## src/hdl/lpl_pkg.sv

```systemverilog
// ----------------------------------------------------------------------------
// lpl_pkg
// Shared types and constants of the lookahead peak limiter.
// ----------------------------------------------------------------------------
package lpl_pkg;

  localparam int MAX_LOOKAHEAD = 64;
  localparam int MAX_CHANNELS  = 4;
  localparam int LA_W          = $clog2(MAX_LOOKAHEAD);
  localparam int CH_W          = $clog2(MAX_CHANNELS);

  localparam logic [16:0] UNITY_GAIN = 17'h10000;

  // Configuration register indexes.
  localparam logic [2:0] CFG_ENABLED       = 3'd0;
  localparam logic [2:0] CFG_CHANNEL_COUNT = 3'd1;
  localparam logic [2:0] CFG_CEILING       = 3'd2;
  localparam logic [2:0] CFG_RELEASE_COEF  = 3'd3;
  localparam logic [2:0] CFG_LOOKAHEAD     = 3'd4;

  typedef struct packed {
    logic signed [15:0] sample_0;
    logic signed [15:0] sample_1;
    logic signed [15:0] sample_2;
    logic signed [15:0] sample_3;
    logic               block_last;
  } in_item_t;

  typedef struct packed {
    logic signed [15:0] out_0;
    logic signed [15:0] out_1;
    logic signed [15:0] out_2;
    logic signed [15:0] out_3;
    logic [16:0]        current_gain;
    logic               result_last;
  } out_item_t;

  // One lookahead slot: the frame peak and the delayed samples.
  typedef struct packed {
    logic [14:0]                   peak;
    logic [MAX_CHANNELS-1:0][15:0] smp;
  } entry_t;

  typedef struct packed {
    logic        start;
    logic [14:0] dividend;
    logic [14:0] divisor;
  } div_req_t;

  typedef struct packed {
    logic        done;
    logic [15:0] quot;
  } div_rsp_t;

endpackage

```

## src/hdl/lpl_div.sv

```systemverilog
// ----------------------------------------------------------------------------
// lpl_div
// Restoring divider: (dividend << 16) / divisor, one quotient bit per cycle.
// The dividend must be below the divisor, so the quotient fits in 16 bits.
// ----------------------------------------------------------------------------
module lpl_div (
  input  logic              clk,
  input  logic              rst_n,
  input  lpl_pkg::div_req_t req,
  output lpl_pkg::div_rsp_t rsp
);

  logic        busy_r, busy_nxt;
  logic [4:0]  cnt_r, cnt_nxt;
  logic [15:0] rem_r, rem_nxt;
  logic [15:0] quot_r, quot_nxt;
  logic [14:0] dvs_r, dvs_nxt;
  logic        done_r, done_nxt;
  logic [15:0] sh;

  always_comb begin
    busy_nxt = busy_r;
    cnt_nxt  = cnt_r;
    rem_nxt  = rem_r;
    quot_nxt = quot_r;
    dvs_nxt  = dvs_r;
    done_nxt = 1'b0;
    sh       = {rem_r[14:0], 1'b0};
    if (req.start) begin
      busy_nxt = 1'b1;
      cnt_nxt  = '0;
      rem_nxt  = {1'b0, req.dividend};
      quot_nxt = '0;
      dvs_nxt  = req.divisor;
    end else if (busy_r) begin
      if (sh >= {1'b0, dvs_r}) begin
        rem_nxt  = sh - {1'b0, dvs_r};
        quot_nxt = {quot_r[14:0], 1'b1};
      end else begin
        rem_nxt  = sh;
        quot_nxt = {quot_r[14:0], 1'b0};
      end
      cnt_nxt = cnt_r + 5'd1;
      if (cnt_r == 5'd15) begin
        busy_nxt = 1'b0;
        done_nxt = 1'b1;
      end
    end
  end

  always_ff @(posedge clk) begin
    if (!rst_n) begin
      busy_r <= 1'b0;
      done_r <= 1'b0;
      cnt_r  <= '0;
    end else begin
      busy_r <= busy_nxt;
      done_r <= done_nxt;
      cnt_r  <= cnt_nxt;
    end
  end

  always_ff @(posedge clk) begin
    rem_r  <= rem_nxt;
    quot_r <= quot_nxt;
    dvs_r  <= dvs_nxt;
  end

  assign rsp.done = done_r;
  assign rsp.quot = quot_r;

endmodule

```

## config.mk

```make
export PLATFORM = sky130hd
export DESIGN_NAME = lpl_div
export DESIGN_NICKNAME = d
export VERILOG_FILES = /design/src/hdl/lpl_pkg.sv /design/src/hdl/lpl_div.sv
export SDC_FILE = /design/constraint.sdc
export NUM_CORES = 1
export LEC_CHECK = 0
export BUFFER_PORTS_ARGS = -buffer_cell sky130_fd_sc_hd__buf_2
export CORE_MARGIN = 4
export CORE_UTILIZATION = 30
export DETAILED_ROUTE_END_ITERATION = 7
export SETUP_SLACK_MARGIN = 0.4
export SLEW_MARGIN = 20
export SYNTH_ARGS = -nofsm -noshare
export SYNTH_HDL_FRONTEND = slang
export SYNTH_SLANG_ARGS = --single-unit
```

## constraint.sdc

```tcl
create_clock -name clk -period 7.6 [get_ports clk]
set_input_delay 0.76 -clock clk [delete_from_list [all_inputs] [get_ports clk]]
set_output_delay 0.76 -clock clk [all_outputs]
set_load 0.1 [all_outputs]
```

After elaboration in Yosys (flattened, before gate mapping)
Cells that the tools add are included.
{"block": "word_totals", "reg_bits": 53, "latchBits": 0, "ram_bits": 0, "mem_bits_ro": 0, "inputBits": 33, "output_inout_bits": 17, "wordCells": 23, "memories": 0}
{"block": "classes", "n_addsub": 2, "mul": 0, "n_div": 0, "order_cmp": 1, "eq_ne": 1, "shift": 0, "mux": 8, "n_bitwise": 2, "n_reduce_logical": 3}
{"op": "15-bit 2-to-1 mux", "count": 3}
{"op": "16-bit by 15-bit greater-or-equal comparator with 1-bit output", "count": 1}
{"op": "15-bit subtractor", "count": 1}
{"op": "5-bit by 1-bit adder with 5-bit output (second input constant)", "count": 1}
{"op": "5-bit by 4-bit equality test with 1-bit output (second input constant)", "count": 1}
{"op": "1-bit 2-to-1 mux", "count": 5}
{"op": "3-bit OR reduction", "count": 1}
{"op": "1-bit inverter", "count": 2}
{"op": "2-bit nonzero test", "count": 1}
{"op": "2-bit OR reduction", "count": 1}

Logic depth before layout (Yosys ltp)
{"block": "depth", "word_depth": 4, "depth_mapped": 10, "ltp_nobuf": 8}

Worst setup path after synthesis
OpenSTA, ideal clock, no wires.
{"block": "synth_timing", "path_kind": "register -> register", "startpoint": "register rem_r[12]", "endpoint": "register rem_r[4], data pin", "setup_time_ns": 0.260, "arrival_time_ns": 2.186, "required_ns": 7.340, "setup_slack_ns": 5.154, "path_stages_with_launch": 9, "path_buffers": 1, "period_less_slack_ns": 2.446, "path_cell_list": "edfxtp_1 ha_1 a21o_2 a2111oi_2 a22o_2 a21oi_2 buf_6 mux2_4 mux2_2"}
{"block": "synth_between", "elab_chain_len": 4}
{"item": "start: declaration", "line": "lpl_div.sv:15", "text": "logic [15:0] rem_r, rem_nxt;"}
{"item": "start signal: assignment", "line": "lpl_div.sv:64", "text": "rem_r <= rem_nxt;"}
{"item": "16-bit by 15-bit greater-or-equal comparator with 1-bit output", "line": "lpl_div.sv:36", "text": "if (sh >= {1'b0, dvs_r}) begin"}
{"item": "15-bit 2-to-1 mux", "line": "lpl_div.sv:36"}
{"item": "15-bit 2-to-1 mux", "line": "lpl_div.sv:35", "text": "end else if (busy_r) begin"}
{"item": "15-bit 2-to-1 mux", "line": "lpl_div.sv:29", "text": "if (req.start) begin"}
{"item": "via rem_nxt[4]", "line": "lpl_div.sv:15"}
The timed path passes the listed nets, and every way through them passes these cells. The select of a mux whose other input is x is not followed.
A chain may end at the register's enable or synchronous reset.

Final worst setup path
{"block": "layout_timing", "startpoint": "register rem_r[6]", "endpoint": "register rem_r[3], data pin"}
The elaborated chain is that of the path after synthesis.

==> summary.txt <==
Outcome
  • Run status: complete, no violations

Final layout
  • Multi-input gate area: 1420 sq um
  • Sequential Area: between 1000 and 1500 sq um
  • Filler instances: a little under 1,000
  • Commonest non-fill, non-tap cell in the layout: buf_2
  • Area grow syn2layout: 16.3%
  • Layout Nets: ~380
  • Most frequent cells in the layout: buf_2 (49), nor2_1 (30), edfxtp_1 (30)
  • Ant diodes: 0
  • Layout cells sized above 1: around a quarter

Critical path
  • Bufs and invs on worst path: 0
  • R2R depth: 7
  • WS Path Type: register to register
  • Highest cell delay on the worst timing path: between 0.6 and 0.7 ns
  • Top delay family on crit path: compound AO/OA/AOI/OAI gates
  • CP max FO: 11
  • Kind of end point of the critical path: register
  • Worst path arrival time: 3.03 ns
  • Worst reg2reg path startpoint: rem_r[6]$_DFFE_PP_
  • CP Depth: 7
  • Worst path required time: 7.68 ns
  • Slowest cell on the critical path: a21oi_2
  • Worst setup path startpoint: rem_r[6]$_DFFE_PP_
  • CP dominant cell by count: mux2_2
  • CP cell instances: ha_1 > nand4_1 > a21oi_1 > nor2_1 > a21oi_2 > mux2_2 > mux2_2
  • CP Launch Type: register

Clocking
  • Clock Sinks: 53
  • Post-cts sizing count: 0
  • H-Tree Level Count: 2
  • Clock tree root buffer cell: clkbuf_8
  • Reg clk slew, reported paths: about 0.1 ns
  • Clock latency at the later pin of the worst-skew pair: 0.31 ns
  • Setup bufs post-CTS: 0
  • # hold bufs at CTS: 0
  • Clock Path Buffers: 2
  • CTS tree: yes
  • Number of CTS-inserted buffers: 5

Logic synthesis
  • Syn avg cell area: around 10 sq um
  • Synth area leader: edfxtp_1
  • Synth cell types: 56
  • YS warnings: 0
  • Number of synthesized register bits: 53
  • Primary FF master, synth: edfxtp_1
  • Synthesized Nets: 330
  • Gate Count Post-Synth: around 280
  • EDFF count, synth: 30
  • Sequential-to-total area share from yosys stat: ~47%
  • Syn Std Cell Area: 2920 sq um
  • Asr flop ratio synth: 0%
  • Ranking of synthesized cells by area: edfxtp_1 (31%), dfxtp_1 (16%), ha_1 (7.3%)
  • Area share of the largest cell type after synthesis: a little under a third

STA
  • Measured slew at the worst slew-check pin: slightly above 0.7 ns
  • Fin crit period: 2.95 ns
  • Fmax: 0.339 GHz
  • Max Transition Viols Final: 0
  • Final Hold Viols: 0
  • Final Setup Violations: 0
  • Total negative slack: 0 ns
  • RSZ-0062 raised after global routing: no
  • Final Cycle Share: around two fifths
  • Worst hold slack: 0.487 ns
  • Final Skew: 0.00422 ns
  • Relative slew slack: 52.8%

Route
  • WL final: 6.16 mm
  • DRT antenna net count: 0
  • Routed vias/inst: 4.76
  • Routed wire per std cell: approximately 14 um
  • Pre-Repair DR Iteration Count: 4
  • Vias: 2,166
  • # DRC: 0
  • Initial DRC Count: 102

Global route
  • Largest net degree at the start of global routing: 64
  • Antenna violations before repair: 0
  • First-pass GRT wire length: ~10 mm
  • All-layer global routing usage: 10.9%
  • Number of global-route vias before repair: 2,219
  • GR Overflow Total: 0

Die
  • Initial core utilization: a little under a third
  • Site Rows: 35
  • Chip height: 107 um
  • Core Area: 9370 sq um
  • Die area: 11,400 sq um
  • Chip width: around 110 um
  • I/O Pins: 50

Power
  • Sw Ratio: 37.1%
  • Combinational Power Share: 46.8%
  • Maximum vdd drop: 131 uV
  • P_sw: 0.000403 W
  • Sequential power share: between 30% and 40%
  • Clk network pwr share: between 15 and 20%
  • Pleak: roughly 1.5 nW
  • Pwr Density: 319 nW/um^2
  • P_int: 0.000682 W

Place
  • Hpwl dp: roughly 4.5 mm
  • RePlAce Congestion: 0.768
  • Port bufs: 49

Job
  • # Max-Cap Violations: 0

Worst hold path
  • Min-delay src: cnt_r[4]$_SDFFE_PP0P_
  • Worst Hold Depth: 2
  • Type of the tightest min-delay check: register to register
metal layers:
metal  track usage (%)  wire length [um]  up-vias
met4              1.92                36        0
met1              13.5              2770     1018
met2              18.7              2930       45
met5                 0                 0        -
met3              3.73               425        4
li1                  -                 -     1099
worst paths after layout:
path	to	slack, ns
min	cnt_r[4]$_SDFFE_PP0P_	0.49
max	rem_r[3]$_DFFE_PP_	4.65
min reg2reg	cnt_r[4]$_SDFFE_PP0P_	0.49
max reg2reg	rem_r[3]$_DFFE_PP_	4.65
state kept, by name (all words and copies together), names as in the netlist:
| name | count |
|---|---|
| quot_r | 16 |
| dvs_r | 15 |
| rem_r | 15 |
| cnt_r | 5 |
| busy_r | 1 |
| done_r | 1 |
worst register-to-register path, cell delays in order, from the launching register on:
cell      delay [ns]
edfxtp_1        0.41
ha_1            0.47
nand4_1         0.17
a21oi_1         0.26
nor2_1          0.15
a21oi_2         0.61
mux2_2          0.41
mux2_2          0.26
final cells by class:
type | count | area share [%]
clock buffers | 6 | 2.76
clock inverters | 2 | 0.589
inverters | 21 | 2.32
multi-input cells | 193 | 41.9
flip-flops and latches | 53 | 40.1
well taps | 129 | 4.75
repair buffers | 51 | 7.66
power groups by stage:
stage               clock [W]  combinational, W  sequential [W]
floorplan                   0          0.000412        0.000394
finish               0.000190          0.000507        0.000387
detailed placement          0          0.000505        0.000395
CTS                  0.000197          0.000509        0.000388
global placement            0          0.000497        0.000392
global route         0.000208          0.000558        0.000393
per-stage QoR:
step                      cell area [sq um]  worst slack, ns  power, W  util (%)  instances
after floorplan                        2920             5.15  0.000807         -        279
after global placement                 3280             4.80  0.000889      35.0        447
after detailed placement               3280             4.69  0.000899      35.0        447
after CTS                              3400             4.67   0.00109      36.3        455
after global routing                   3400             4.52   0.00116      36.3        455
final                                  3400             4.65   0.00108      36.3        455
synth_stat cells, types with 5 or more instances:
| cell type | instances |
|---|---|
| buf_1 | 5 |
| inv_1 | 21 |
| edfxtp_1 | 30 |
| nor2b_1 | 7 |
| nand2_1 | 13 |
| nand3_1 | 5 |
| ha_1 | 17 |
| o21ai_0 | 12 |
| dfxtp_1 | 23 |
| xor2_1 | 6 |
| mux2_2 | 5 |
| a21oi_1 | 13 |
| mux2i_1 | 18 |
| nor2_1 | 30 |
cells by family after synthesis:
group	Yosys count	synth area share, %
adder cells (fa/ha/maj)	18	7.97
buffers and inverters	33	4.71
multiplexers	26	9.64
flip-flops	53	46.6
AND/OR/NAND/NOR	79	13.3
XOR/XNOR	10	3.00
AO/OA/AOI/OAI	60	14.8
Power figures use the tool's default switching activity.
